`src/rtl/assert_macros.svh`:
```
// Assertion macros used by the RTL top level of the scancode decoder.
`ifndef ASSERT_MACROS_SVH
`define ASSERT_MACROS_SVH

`ifndef SYNTH
// Same-cycle implication, disabled while reset is asserted.
`define KSD_ASSERT_NOW(lbl, clk, rst_n, pre, post) \
    lbl: assert property (@(posedge clk) disable iff (!rst_n) (pre) |-> (post)) \
        else $error("assertion failed: same-cycle check");
// Next-cycle implication, disabled while reset is asserted.
`define KSD_ASSERT_NEXT(lbl, clk, rst_n, pre, post) \
    lbl: assert property (@(posedge clk) disable iff (!rst_n) (pre) |=> (post)) \
        else $error("assertion failed: next-cycle check");
`else
`define KSD_ASSERT_NOW(lbl, clk, rst_n, pre, post)
`define KSD_ASSERT_NEXT(lbl, clk, rst_n, pre, post)
`endif

`endif

```
`src/rtl/ksd_pkg.sv`:
```
// Package with types, byte codes and key lookup functions of the scancode decoder.
package ksd_pkg;

    localparam logic [7:0] BYTE_ACK   = 8'hFA;
    localparam logic [7:0] BYTE_NAK   = 8'hFE;
    localparam logic [7:0] BYTE_BREAK = 8'hF0;
    localparam logic [7:0] BYTE_EXT   = 8'hE0;

    localparam logic [7:0] CODE_SHIFT_L = 8'h12;
    localparam logic [7:0] CODE_SHIFT_R = 8'h59;
    localparam logic [7:0] CODE_CTRL    = 8'h14;
    localparam logic [7:0] CODE_ALT     = 8'h11;
    localparam logic [7:0] CODE_SCROLL  = 8'h7E;
    localparam logic [7:0] CODE_NUM     = 8'h77;
    localparam logic [7:0] CODE_CAPS    = 8'h58;

    localparam logic [5:0] MOD_LSHIFT = 6'b000001;
    localparam logic [5:0] MOD_RSHIFT = 6'b000010;
    localparam logic [5:0] MOD_LCTRL  = 6'b000100;
    localparam logic [5:0] MOD_RCTRL  = 6'b001000;
    localparam logic [5:0] MOD_LALT   = 6'b010000;
    localparam logic [5:0] MOD_RALT   = 6'b100000;

    localparam logic [2:0] LOCK_SCROLL = 3'b001;
    localparam logic [2:0] LOCK_NUM    = 3'b010;
    localparam logic [2:0] LOCK_CAPS   = 3'b100;

    typedef enum logic [2:0] {
        PH_WAIT      = 3'd0,
        PH_EXT       = 3'd1,
        PH_BREAK     = 3'd2,
        PH_FAKE      = 3'd3,
        PH_EXT_BREAK = 3'd4
    } t_phase;

    typedef enum logic {
        KIND_KEY = 1'b0,
        KIND_LED = 1'b1
    } t_kind;

    typedef struct packed {
        t_kind      kind;
        logic [7:0] scancode;
        logic       extended;
        logic       pressed;
        logic [5:0] modifiers;
        logic [2:0] locks;
    } t_result;

    function automatic logic [5:0] modifier_bit(input logic [7:0] code, input logic ext);
        logic [5:0] bits;
        bits = '0;
        if (!ext) begin
            if (code == CODE_SHIFT_L) bits = MOD_LSHIFT;
            else if (code == CODE_SHIFT_R) bits = MOD_RSHIFT;
            else if (code == CODE_CTRL) bits = MOD_LCTRL;
            else if (code == CODE_ALT) bits = MOD_LALT;
        end else begin
            if (code == CODE_CTRL) bits = MOD_RCTRL;
            else if (code == CODE_ALT) bits = MOD_RALT;
        end
        return bits;
    endfunction

    function automatic logic [2:0] lock_bit(input logic [7:0] code, input logic ext);
        logic [2:0] bits;
        bits = '0;
        if (!ext) begin
            if (code == CODE_SCROLL) bits = LOCK_SCROLL;
            else if (code == CODE_NUM) bits = LOCK_NUM;
            else if (code == CODE_CAPS) bits = LOCK_CAPS;
        end
        return bits;
    endfunction

endpackage

```
`src/rtl/ksd_if.sv`:
```
// Handshake interfaces for the received byte channel and the decoded result channel.
interface ksd_byte_if;
    logic       valid;
    logic       ready;
    logic [7:0] rx_byte;

    modport source (output valid, output rx_byte, input ready);
    modport sink (input valid, input rx_byte, output ready);
endinterface

interface ksd_result_if;
    logic       valid;
    logic       ready;
    logic       result_kind;
    logic [7:0] key_scancode;
    logic       is_extended;
    logic       is_pressed;
    logic [5:0] modifier_mask;
    logic [2:0] lock_mask;

    modport source (output valid, output result_kind, output key_scancode,
                    output is_extended, output is_pressed, output modifier_mask,
                    output lock_mask, input ready);
    modport sink (input valid, input result_kind, input key_scancode,
                  input is_extended, input is_pressed, input modifier_mask,
                  input lock_mask, output ready);
endinterface

```
`src/rtl/ksd_in_stage.sv`:
```
// Input register that holds one received byte until the decoder takes it.
module ksd_in_stage (
    input  logic       i_clk,
    input  logic       i_rst_n,
    input  logic       i_advance,
    output logic       o_valid,
    output logic [7:0] o_byte,
    ksd_byte_if.sink   i_rx
);
    import ksd_pkg::*;

    logic       r_valid;
    logic [7:0] r_byte;

    // The slot is free when empty or when its byte moves on this cycle.
    assign i_rx.ready = !r_valid || i_advance;

    always_ff @(posedge i_clk) begin
        if (!i_rst_n) begin
            r_valid <= 1'b0;
        end else if (i_rx.ready) begin
            r_valid <= i_rx.valid;
        end
    end

    always_ff @(posedge i_clk) begin
        if (i_rx.valid && i_rx.ready) begin
            r_byte <= i_rx.rx_byte;
        end
    end

    assign o_valid = r_valid;
    assign o_byte  = r_byte;
endmodule

```
`src/rtl/ksd_decode.sv`:
```
// Prefix state machine, lock flags and held modifiers of the scancode decoder.
module ksd_decode (
    input  logic             i_clk,
    input  logic             i_rst_n,
    input  logic             i_step,
    input  logic [7:0]       i_byte,
    input  logic             i_ack_filter,
    output logic             o_emit,
    output ksd_pkg::t_result o_result
);
    import ksd_pkg::*;

    t_phase     r_phase;
    t_phase     n_phase;
    logic [2:0] r_locks;
    logic [2:0] n_locks;
    logic [5:0] r_mods;
    logic [5:0] n_mods;

    logic       filtered;
    logic       key_seen;
    logic       key_ext;
    logic       key_pressed;
    logic [2:0] lk;
    logic [5:0] md;

    assign filtered = i_ack_filter && ((i_byte == BYTE_ACK) || (i_byte == BYTE_NAK));

    // Next phase.
    always_comb begin
        n_phase = r_phase;
        if (!filtered) begin
            case (r_phase)
                PH_WAIT: begin
                    if (i_byte == BYTE_BREAK) n_phase = PH_BREAK;
                    else if (i_byte == BYTE_EXT) n_phase = PH_EXT;
                end
                PH_EXT: begin
                    if (i_byte == CODE_SHIFT_L) n_phase = PH_FAKE;
                    else if (i_byte == BYTE_BREAK) n_phase = PH_EXT_BREAK;
                    else n_phase = PH_WAIT;
                end
                PH_FAKE: begin
                    if (i_byte == BYTE_EXT) n_phase = PH_EXT;
                end
                PH_EXT_BREAK: n_phase = PH_WAIT;
                PH_BREAK:     n_phase = PH_WAIT;
                default:      n_phase = PH_WAIT;
            endcase
        end
    end

    // Whether this byte completes a key sequence, and how.
    always_comb begin
        key_seen    = 1'b0;
        key_ext     = 1'b0;
        key_pressed = 1'b0;
        if (!filtered) begin
            case (r_phase)
                PH_WAIT: begin
                    key_seen    = (i_byte != BYTE_BREAK) && (i_byte != BYTE_EXT);
                    key_pressed = 1'b1;
                end
                PH_EXT: begin
                    key_seen    = (i_byte != CODE_SHIFT_L) && (i_byte != BYTE_BREAK);
                    key_ext     = 1'b1;
                    key_pressed = 1'b1;
                end
                PH_EXT_BREAK: begin
                    key_seen = (i_byte != CODE_SHIFT_L);
                    key_ext  = 1'b1;
                end
                PH_BREAK: key_seen = 1'b1;
                PH_FAKE:  key_seen = 1'b0;
                default:  key_seen = 1'b0;
            endcase
        end
    end

    assign lk = lock_bit(i_byte, key_ext);
    assign md = modifier_bit(i_byte, key_ext);

    // Flag updates and the result for the completed key.
    always_comb begin
        n_locks  = r_locks;
        n_mods   = r_mods;
        o_emit   = 1'b0;
        o_result = '0;
        if (key_seen) begin
            if (lk != 3'b000) begin
                if (key_pressed) begin
                    n_locks        = r_locks ^ lk;
                    o_emit         = 1'b1;
                    o_result.kind  = KIND_LED;
                    o_result.locks = n_locks;
                end
            end else begin
                n_mods             = key_pressed ? (r_mods | md) : (r_mods & ~md);
                o_emit             = 1'b1;
                o_result.kind      = KIND_KEY;
                o_result.scancode  = i_byte;
                o_result.extended  = key_ext;
                o_result.pressed   = key_pressed;
                o_result.modifiers = n_mods;
                o_result.locks     = r_locks;
            end
        end
    end

    always_ff @(posedge i_clk) begin
        if (!i_rst_n) begin
            r_phase <= PH_WAIT;
            r_locks <= '0;
            r_mods  <= '0;
        end else if (i_step) begin
            r_phase <= n_phase;
            r_locks <= n_locks;
            r_mods  <= n_mods;
        end
    end
endmodule

```
`src/rtl/ksd_out_stage.sv`:
```
// Result register that holds one decoded result until the consumer takes it.
module ksd_out_stage (
    input  logic             i_clk,
    input  logic             i_rst_n,
    input  logic             i_load,
    input  logic             i_emit,
    input  ksd_pkg::t_result i_result,
    output logic             o_can_load,
    ksd_result_if.source     o_res
);
    import ksd_pkg::*;

    logic    r_valid;
    t_result r_res;

    assign o_can_load = !r_valid || o_res.ready;

    always_ff @(posedge i_clk) begin
        if (!i_rst_n) begin
            r_valid <= 1'b0;
        end else if (i_load) begin
            r_valid <= i_emit;
        end else if (o_res.ready) begin
            r_valid <= 1'b0;
        end
    end

    always_ff @(posedge i_clk) begin
        if (i_load) begin
            r_res <= i_result;
        end
    end

    assign o_res.valid         = r_valid;
    assign o_res.result_kind   = r_res.kind;
    assign o_res.key_scancode  = r_res.scancode;
    assign o_res.is_extended   = r_res.extended;
    assign o_res.is_pressed    = r_res.pressed;
    assign o_res.modifier_mask = r_res.modifiers;
    assign o_res.lock_mask     = r_res.locks;
endmodule

```
`src/rtl/keyboard_scancode_set2_decoder_top.sv`:
```
// Top level of the PS/2 scancode set 2 decoder.
//
//  Channel   Direction  Payload                                  Transfer when
//  i_rx      in         rx_byte                                  valid && ready
//  o_res     out        kind, scancode, ext, pressed, mods, locks valid && ready
//  i_cfg     in         ack filter enable (1 bit)                i_cfg_we
//
// Each received byte is held in the input register and is decoded on its way into
// the result register, so a byte can be taken in every cycle while the result side
// does not stall. Its result passes the input register and then the result
// register before it reaches the result port.
// The whole rate is set by the single decode step between the two registers.
// Reset is synchronous and active low; it clears both valid flags, the prefix
// state, the lock flags and the held modifiers, and turns the ACK/NAK filter on.
// A stalled result holds the result register; the input register still takes
// one more byte, and only then is i_rx.ready lowered.
`include "assert_macros.svh"

module keyboard_scancode_set2_decoder_top (
    input  logic         i_clk,
    input  logic         i_rst_n,
    input  logic         i_cfg_we,
    input  logic         i_cfg_wdata,
    ksd_byte_if.sink     i_rx,
    ksd_result_if.source o_res
);
    import ksd_pkg::*;

    logic       r_ack_filter_en;

    logic       in_valid;
    logic [7:0] in_byte;
    logic       out_can_load;
    logic       advance;
    logic       dec_emit;
    t_result    dec_result;

    // The filter enable resets to on, so device command responses are dropped.
    always_ff @(posedge i_clk) begin
        if (!i_rst_n) begin
            r_ack_filter_en <= 1'b1;
        end else if (i_cfg_we) begin
            r_ack_filter_en <= i_cfg_wdata;
        end
    end

    // A byte is decoded, and the state updated, only when its result has a place
    // to go. Bytes that yield no result still pass through this step.
    assign advance = in_valid && out_can_load;

    ksd_in_stage u_in_stage (
        .i_clk     (i_clk),
        .i_rst_n   (i_rst_n),
        .i_advance (advance),
        .o_valid   (in_valid),
        .o_byte    (in_byte),
        .i_rx      (i_rx)
    );

    ksd_decode u_decode (
        .i_clk        (i_clk),
        .i_rst_n      (i_rst_n),
        .i_step       (advance),
        .i_byte       (in_byte),
        .i_ack_filter (r_ack_filter_en),
        .o_emit       (dec_emit),
        .o_result     (dec_result)
    );

    ksd_out_stage u_out_stage (
        .i_clk      (i_clk),
        .i_rst_n    (i_rst_n),
        .i_load     (advance),
        .i_emit     (dec_emit),
        .i_result   (dec_result),
        .o_can_load (out_can_load),
        .o_res      (o_res)
    );

    // An LED request carries nothing but the lock flags.
    `KSD_ASSERT_NOW(a_led_fields_clear, i_clk, i_rst_n, o_res.valid && (o_res.result_kind == KIND_LED), (o_res.key_scancode == 8'h00) && !o_res.is_extended && !o_res.is_pressed && (o_res.modifier_mask == 6'h00))

    // A filtered command response never turns into a result.
    `KSD_ASSERT_NEXT(a_ack_dropped, i_clk, i_rst_n, advance && r_ack_filter_en && ((in_byte == BYTE_ACK) || (in_byte == BYTE_NAK)), !o_res.valid)

    // Input back-pressure only arises from a full pipe with a stalled result.
    `KSD_ASSERT_NOW(a_ready_low_only_when_full, i_clk, i_rst_n, !i_rx.ready, in_valid && o_res.valid && !o_res.ready)
endmodule

```
`src/flat_wrapper.sv`:
```
// flat-port wrapper written by rule: the top's interface ports become plain ports
module keyboard_scancode_set2_decoder_top_flat import ksd_pkg::*;
  (i_clk, i_rst_n, i_cfg_we, i_cfg_wdata, i_rx_valid, i_rx_rx_byte, i_rx_ready, o_res_valid, o_res_result_kind, o_res_key_scancode, o_res_is_extended, o_res_is_pressed, o_res_modifier_mask, o_res_lock_mask, o_res_ready);
  ksd_byte_if i_rx_i ();
  ksd_result_if o_res_i ();
  input  logic i_clk;
  input  logic i_rst_n;
  input  logic i_cfg_we;
  input  logic i_cfg_wdata;
  input wire logic [$bits(i_rx_i.valid)-1:0] i_rx_valid;
  input wire logic [$bits(i_rx_i.rx_byte)-1:0] i_rx_rx_byte;
  output wire logic [$bits(i_rx_i.ready)-1:0] i_rx_ready;
  output wire logic [$bits(o_res_i.valid)-1:0] o_res_valid;
  output wire logic [$bits(o_res_i.result_kind)-1:0] o_res_result_kind;
  output wire logic [$bits(o_res_i.key_scancode)-1:0] o_res_key_scancode;
  output wire logic [$bits(o_res_i.is_extended)-1:0] o_res_is_extended;
  output wire logic [$bits(o_res_i.is_pressed)-1:0] o_res_is_pressed;
  output wire logic [$bits(o_res_i.modifier_mask)-1:0] o_res_modifier_mask;
  output wire logic [$bits(o_res_i.lock_mask)-1:0] o_res_lock_mask;
  input wire logic [$bits(o_res_i.ready)-1:0] o_res_ready;
  assign i_rx_i.valid = i_rx_valid;
  assign i_rx_i.rx_byte = i_rx_rx_byte;
  assign i_rx_ready = i_rx_i.ready;
  assign o_res_valid = o_res_i.valid;
  assign o_res_result_kind = o_res_i.result_kind;
  assign o_res_key_scancode = o_res_i.key_scancode;
  assign o_res_is_extended = o_res_i.is_extended;
  assign o_res_is_pressed = o_res_i.is_pressed;
  assign o_res_modifier_mask = o_res_i.modifier_mask;
  assign o_res_lock_mask = o_res_i.lock_mask;
  assign o_res_i.ready = o_res_ready;
  keyboard_scancode_set2_decoder_top u_core (.i_clk(i_clk), .i_rst_n(i_rst_n), .i_cfg_we(i_cfg_we), .i_cfg_wdata(i_cfg_wdata), .i_rx(i_rx_i), .o_res(o_res_i));
endmodule
```
`config.mk`:
```
export PLATFORM = sky130hd
export DESIGN_NAME = keyboard_scancode_set2_decoder_top_flat
export DESIGN_NICKNAME = d
export VERILOG_FILES = /design/src/rtl/ksd_pkg.sv /design/src/rtl/ksd_if.sv /design/src/rtl/ksd_in_stage.sv /design/src/rtl/ksd_decode.sv /design/src/rtl/ksd_out_stage.sv /design/src/rtl/keyboard_scancode_set2_decoder_top.sv /design/src/flat_wrapper.sv
export VERILOG_INCLUDE_DIRS = /design/src /design/src/rtl
export SDC_FILE = /design/constraint.sdc
export NUM_CORES = 1
export LEC_CHECK = 0
export BUFFER_PORTS_ARGS = -buffer_cell sky130_fd_sc_hd__buf_4
export CAP_MARGIN = 20
export CORE_MARGIN = 5
export CORE_UTILIZATION = 55
export CTS_CLUSTER_SIZE = 24
export DETAILED_ROUTE_END_ITERATION = 10
export GPL_ROUTABILITY_DRIVEN = 1
export GPL_TIMING_DRIVEN = 0
export PLACE_DENSITY = 0.79
export SYNTH_ARGS = -nofsm -noshare
export SYNTH_HDL_FRONTEND = slang
export SYNTH_SLANG_ARGS = --single-unit
```
`constraint.sdc`:
```
create_clock -name i_clk -period 2.7 [get_ports i_clk]
set_input_delay 0.27 -clock i_clk [delete_from_list [all_inputs] [get_ports i_clk]]
set_output_delay 0.27 -clock i_clk [all_outputs]
set_load 0.005 [all_outputs]
```
==> impl_metrics.csv <==
group,metric,value,unit
status,status,"completed",
final_layout,drive_above_1_share,0.231,
worst_setup_path,required,2.76,ns
global_routing,grt_overflow,0,
global_routing,grt_pass1_wl,6.94,mm
die,rows,22,
worst_setup_path,reg2reg_slack,0.32,ns
timing,finalSetupViolations,0,
drt,routed_wl,4.17,mm
worst_setup_path,cp_max_fo,10,
worst_setup_path,arrival,2.44,ns
power_and_ir_drop,p_sw,282,uW
power_and_ir_drop,p_int,1060,uW
clock_network,numCtsBuffers,5,
synth,netlist_instances,190,
worst_setup_path,ff2ff_path_depth,7,
synth,syn_area,0.00207,mm^2
timing,fmax,420,MHz
power_and_ir_drop,pwr-share-seq,0.557,
synth,synthesis.nets,204,
timing,final-max-slew-violation-count,0,
power_and_ir_drop,leakagePower,0.000960,uW
die,start_util,0.566,
placement,portBuffers,35,
timing,period_needed,2.38,ns
clock_network,clkTransAtPathRegs,0.08,ns
global_routing,grt_antenna_before_repair,0,
timing,whs,0.145,ns
synth,yosysWarnings,0,
timing,fin_setup_tns,0,ns
die,core-area,0.00366,mm^2
clock_network,post-cts-setup-buffer-count,0,
job,max-cap-violations,0,
synth,syn_area_per_cell,10.9,um^2
clock_network,clk_path_buf_depth,2,
clock_network,clkSinkCount,43,
final_layout,multi_input_area,886,um^2
drt,vias,1591,
timing,period_share,0.881,
worst_setup_path,critPathCaptureType,"flip-flop",
die,dieArea,0.00509,mm^2
global_routing,grt_use_total,0.177,
drt,viasPerCell,5.64,
final_layout,register_area,0.00114,mm^2
timing,tightest_slew,0.961,ns
synth,ys_seq_elements,43,
drt,antenna_left,0,
drt,drc_errors,0,
power_and_ir_drop,comb_power_share,0.084,
power_and_ir_drop,vdd_ir_drop_max,0.000632,V
drt,drt_first_pass_iters,5,
clock_network,cts_root_buf,"clkbuf_8",
worst_setup_path,path_class,"reg2reg",
global_routing,grt_max_degree,27,
drt,drt-initial-drc-count,105,
worst_hold_path,hold_start,"i_rx_rx_byte[3]",
worst_setup_path,r2r-end,"u_core.u_out_stage.o_res.lock_mask[1]",
final_layout,nNetsFinal,247,
final_layout,fill_cells,308,
synth,synth_seq_area_share,0.551,
worst_setup_path,critPathLaunchType,"flip-flop",
die,num_io_pins,36,
timing,hold_viol,0,
synth,synth_cell_types,42,
worst_hold_path,hold_depth,1,
final_layout,fin_util,0.686,
final_layout,diodes,0,
final_layout,area_growth,21.3,%
power_and_ir_drop,sw_frac_of_total,0.210,
clock_network,htree_num_levels,2,
global_routing,grt_pass1_vias,1475,
clock_network,cts_tree,"done",
drt,wl_per_cell,14.8,um
worst_hold_path,hold_path_end,"u_core.u_in_stage.o_byte[3]",
timing,rsz0062_at_grt,"no",
synth,synth_flop_cell,"edfxtp_1",
power_and_ir_drop,p_clk_frac,0.360,
die,die_w,71.4,um
placement,routabilityCongestion,0.915,
synth,synthArstFlopShare,0,
worst_setup_path,reg2reg_from,"u_core.u_in_stage.o_byte[0]",
timing,relSlewSlack,0.359,
clock_network,clock_latency,0.30,ns
die,die_height,71.4,um
placement,hpwl,2.94,mm
worst_hold_path,hold_class,"in2reg",
timing,clock_skew,0.00890,ns
synth,synth-edff-count,28,
power_and_ir_drop,power_density,534,mW/mm^2
clock_network,cts_hold_buf,0,
==> power by group through the flow <==
| stage | Clock [uW] | Sequential, uW | Combinational [uW] |
|---|---|---|---|
| after floorplan | 0 | 758 | 58.2 |
| after global placement | 0 | 760 | 109 |
| after detailed placement | 0 | 761 | 112 |
| after CTS | 487 | 747 | 112 |
| after global routing | 522 | 752 | 123 |
| final | 483 | 747 | 112 |
==> cells in the final DEF (no fill, tap or decap), types with 3 or more instances in the layout <==
cell type | Yosys | routed
buf_4 | 0 | 35
nor2b_1 | 10 | 10
nand4_1 | 3 | 3
dfxtp_1 | 15 | 15
and2b_1 | 6 | 6
edfxtp_1 | 28 | 28
xnor2_1 | 3 | 3
a21oi_1 | 9 | 9
o21ai_0 | 5 | 5
mux2i_1 | 8 | 8
nor3_1 | 7 | 7
clkbuf_1 | 2 | 4
or3_1 | 3 | 3
nor2_1 | 17 | 17
nand3_1 | 7 | 7
and2_1 | 5 | 5
nor4b_1 | 3 | 3
clkbuf_8 | 0 | 5
nand2_1 | 19 | 19
o31ai_1 | 3 | 3
buf_2 | 4 | 4
==> routing by layer <==
layer  vias to the layer above  global-route usage  wire (um)
met5                         -                   0          0
met4                         0              0.0689         70
met3                         8              0.0491        386
met2                        64               0.292       2080
met1                       729               0.219       1630
li1                        790                   -          -
==> state kept, by name (all words and copies together), names as in the netlist <==
name,flops
u_core.u_in_stage.o_valid,1
u_core.u_decode.r_locks,3
u_core.u_out_stage.o_res.lock_mask,3
u_core.u_in_stage.o_byte,8
u_core.u_decode.r_mods,6
u_core.u_out_stage.o_res.result_kind,1
u_core.u_decode.r_phase,3
u_core.u_out_stage.o_res.modifier_mask,6
u_core.u_out_stage.o_res.is_extended,1
u_core.r_ack_filter_en,1
u_core.u_out_stage.o_res.is_pressed,1
u_core.u_out_stage.o_res.valid,1
u_core.u_out_stage.o_res.key_scancode,8
==> synth_stat cells (all sizes together), types with 3 or more instances <==
cell,n,area [um^2]
a21oi,9,45.0
and2,5,31.3
and2b,6,45.0
buf,5,31.3
clkbuf,3,12.5
dfxtp,15,300
edfxtp,28,841
mux2i,8,80.1
nand2,19,71.3
nand3,7,35.0
nand4,3,18.8
nor2,17,63.8
nor2b,10,62.6
nor3,7,35.0
nor4b,5,56.3
o21ai,5,25.0
o221a,3,33.8
o31ai,3,22.5
or3,3,18.8
xnor2,3,26.3
==> layout make-up <==
| class | instances | area share |
|---|---|---|
| Sequential cell | 43 | 0.454 |
| Multi-Input combinational cell | 137 | 0.353 |
| Timing Repair Buffer | 36 | 0.107 |
| Clock buffer | 7 | 0.0304 |
| Tap cell | 48 | 0.0239 |
| Buffer | 8 | 0.0174 |
| Clock inverter | 1 | 0.0120 |
| Inverter | 2 | 0.00299 |
==> stage by stage <==
| stage | power (uW) | std cells | setup slack (ns) | cell area [um^2] |
|---|---|---|---|---|
| 2_1_floorplan | 817 | 190 | 0.590 | 2070 |
| 3_3_place_gp | 870 | 273 | 0.353 | 2390 |
| 3_5_place_dp | 873 | 273 | 0.318 | 2390 |
| 4_1_cts | 1350 | 281 | 0.247 | 2500 |
| 5_1_grt | 1400 | 282 | 0.139 | 2510 |
| 6_report | 1340 | 282 | 0.321 | 2510 |
==> worst max-delay path by stage <==
stage                                         from                               endpoint  cells past startpoint
floorplan              u_core.u_in_stage.o_byte[0]  u_core.u_out_stage.o_res.lock_mask[1]                      7
global placement       u_core.u_in_stage.o_byte[0]  u_core.u_out_stage.o_res.lock_mask[1]                      7
detailed placement     u_core.u_in_stage.o_byte[5]  u_core.u_out_stage.o_res.lock_mask[2]                      5
CTS                    u_core.u_in_stage.o_byte[5]  u_core.u_out_stage.o_res.lock_mask[2]                      5
global route        u_core.u_out_stage.o_res.valid             u_core.u_decode.r_phase[2]                      7
finish                 u_core.u_in_stage.o_byte[0]  u_core.u_out_stage.o_res.lock_mask[1]                      7
==> cells by family (layout without fill, tap and decap cells) <==
logic type	Yosys count	count (layout)	synth area share
flops	43	43	0.551
compound gates	31	31	0.112
buf+inv	10	54	0.0248
xor+xnor	5	5	0.0211
mux	8	8	0.0386
simple gates	93	93	0.253
==> critical path, stage by stage, from the launching register on <==
cell and delay, ns:
edfxtp_1 0.52, nand3b_1 0.28, or3_1 0.51, nand2_1 0.15
buf_2 0.22, a21oi_1 0.09, o21a_1 0.20, o21a_1 0.18
==> what timing repair did <==
| action | in CTS | in global routing |
|---|---|---|
| endpoints found under the setup margin | 0 | 1 |
| endpoints found under the hold margin | 0 | 0 |
| gates resized for setup | 0 | 1 |
(Power assumes the default switching activity.)
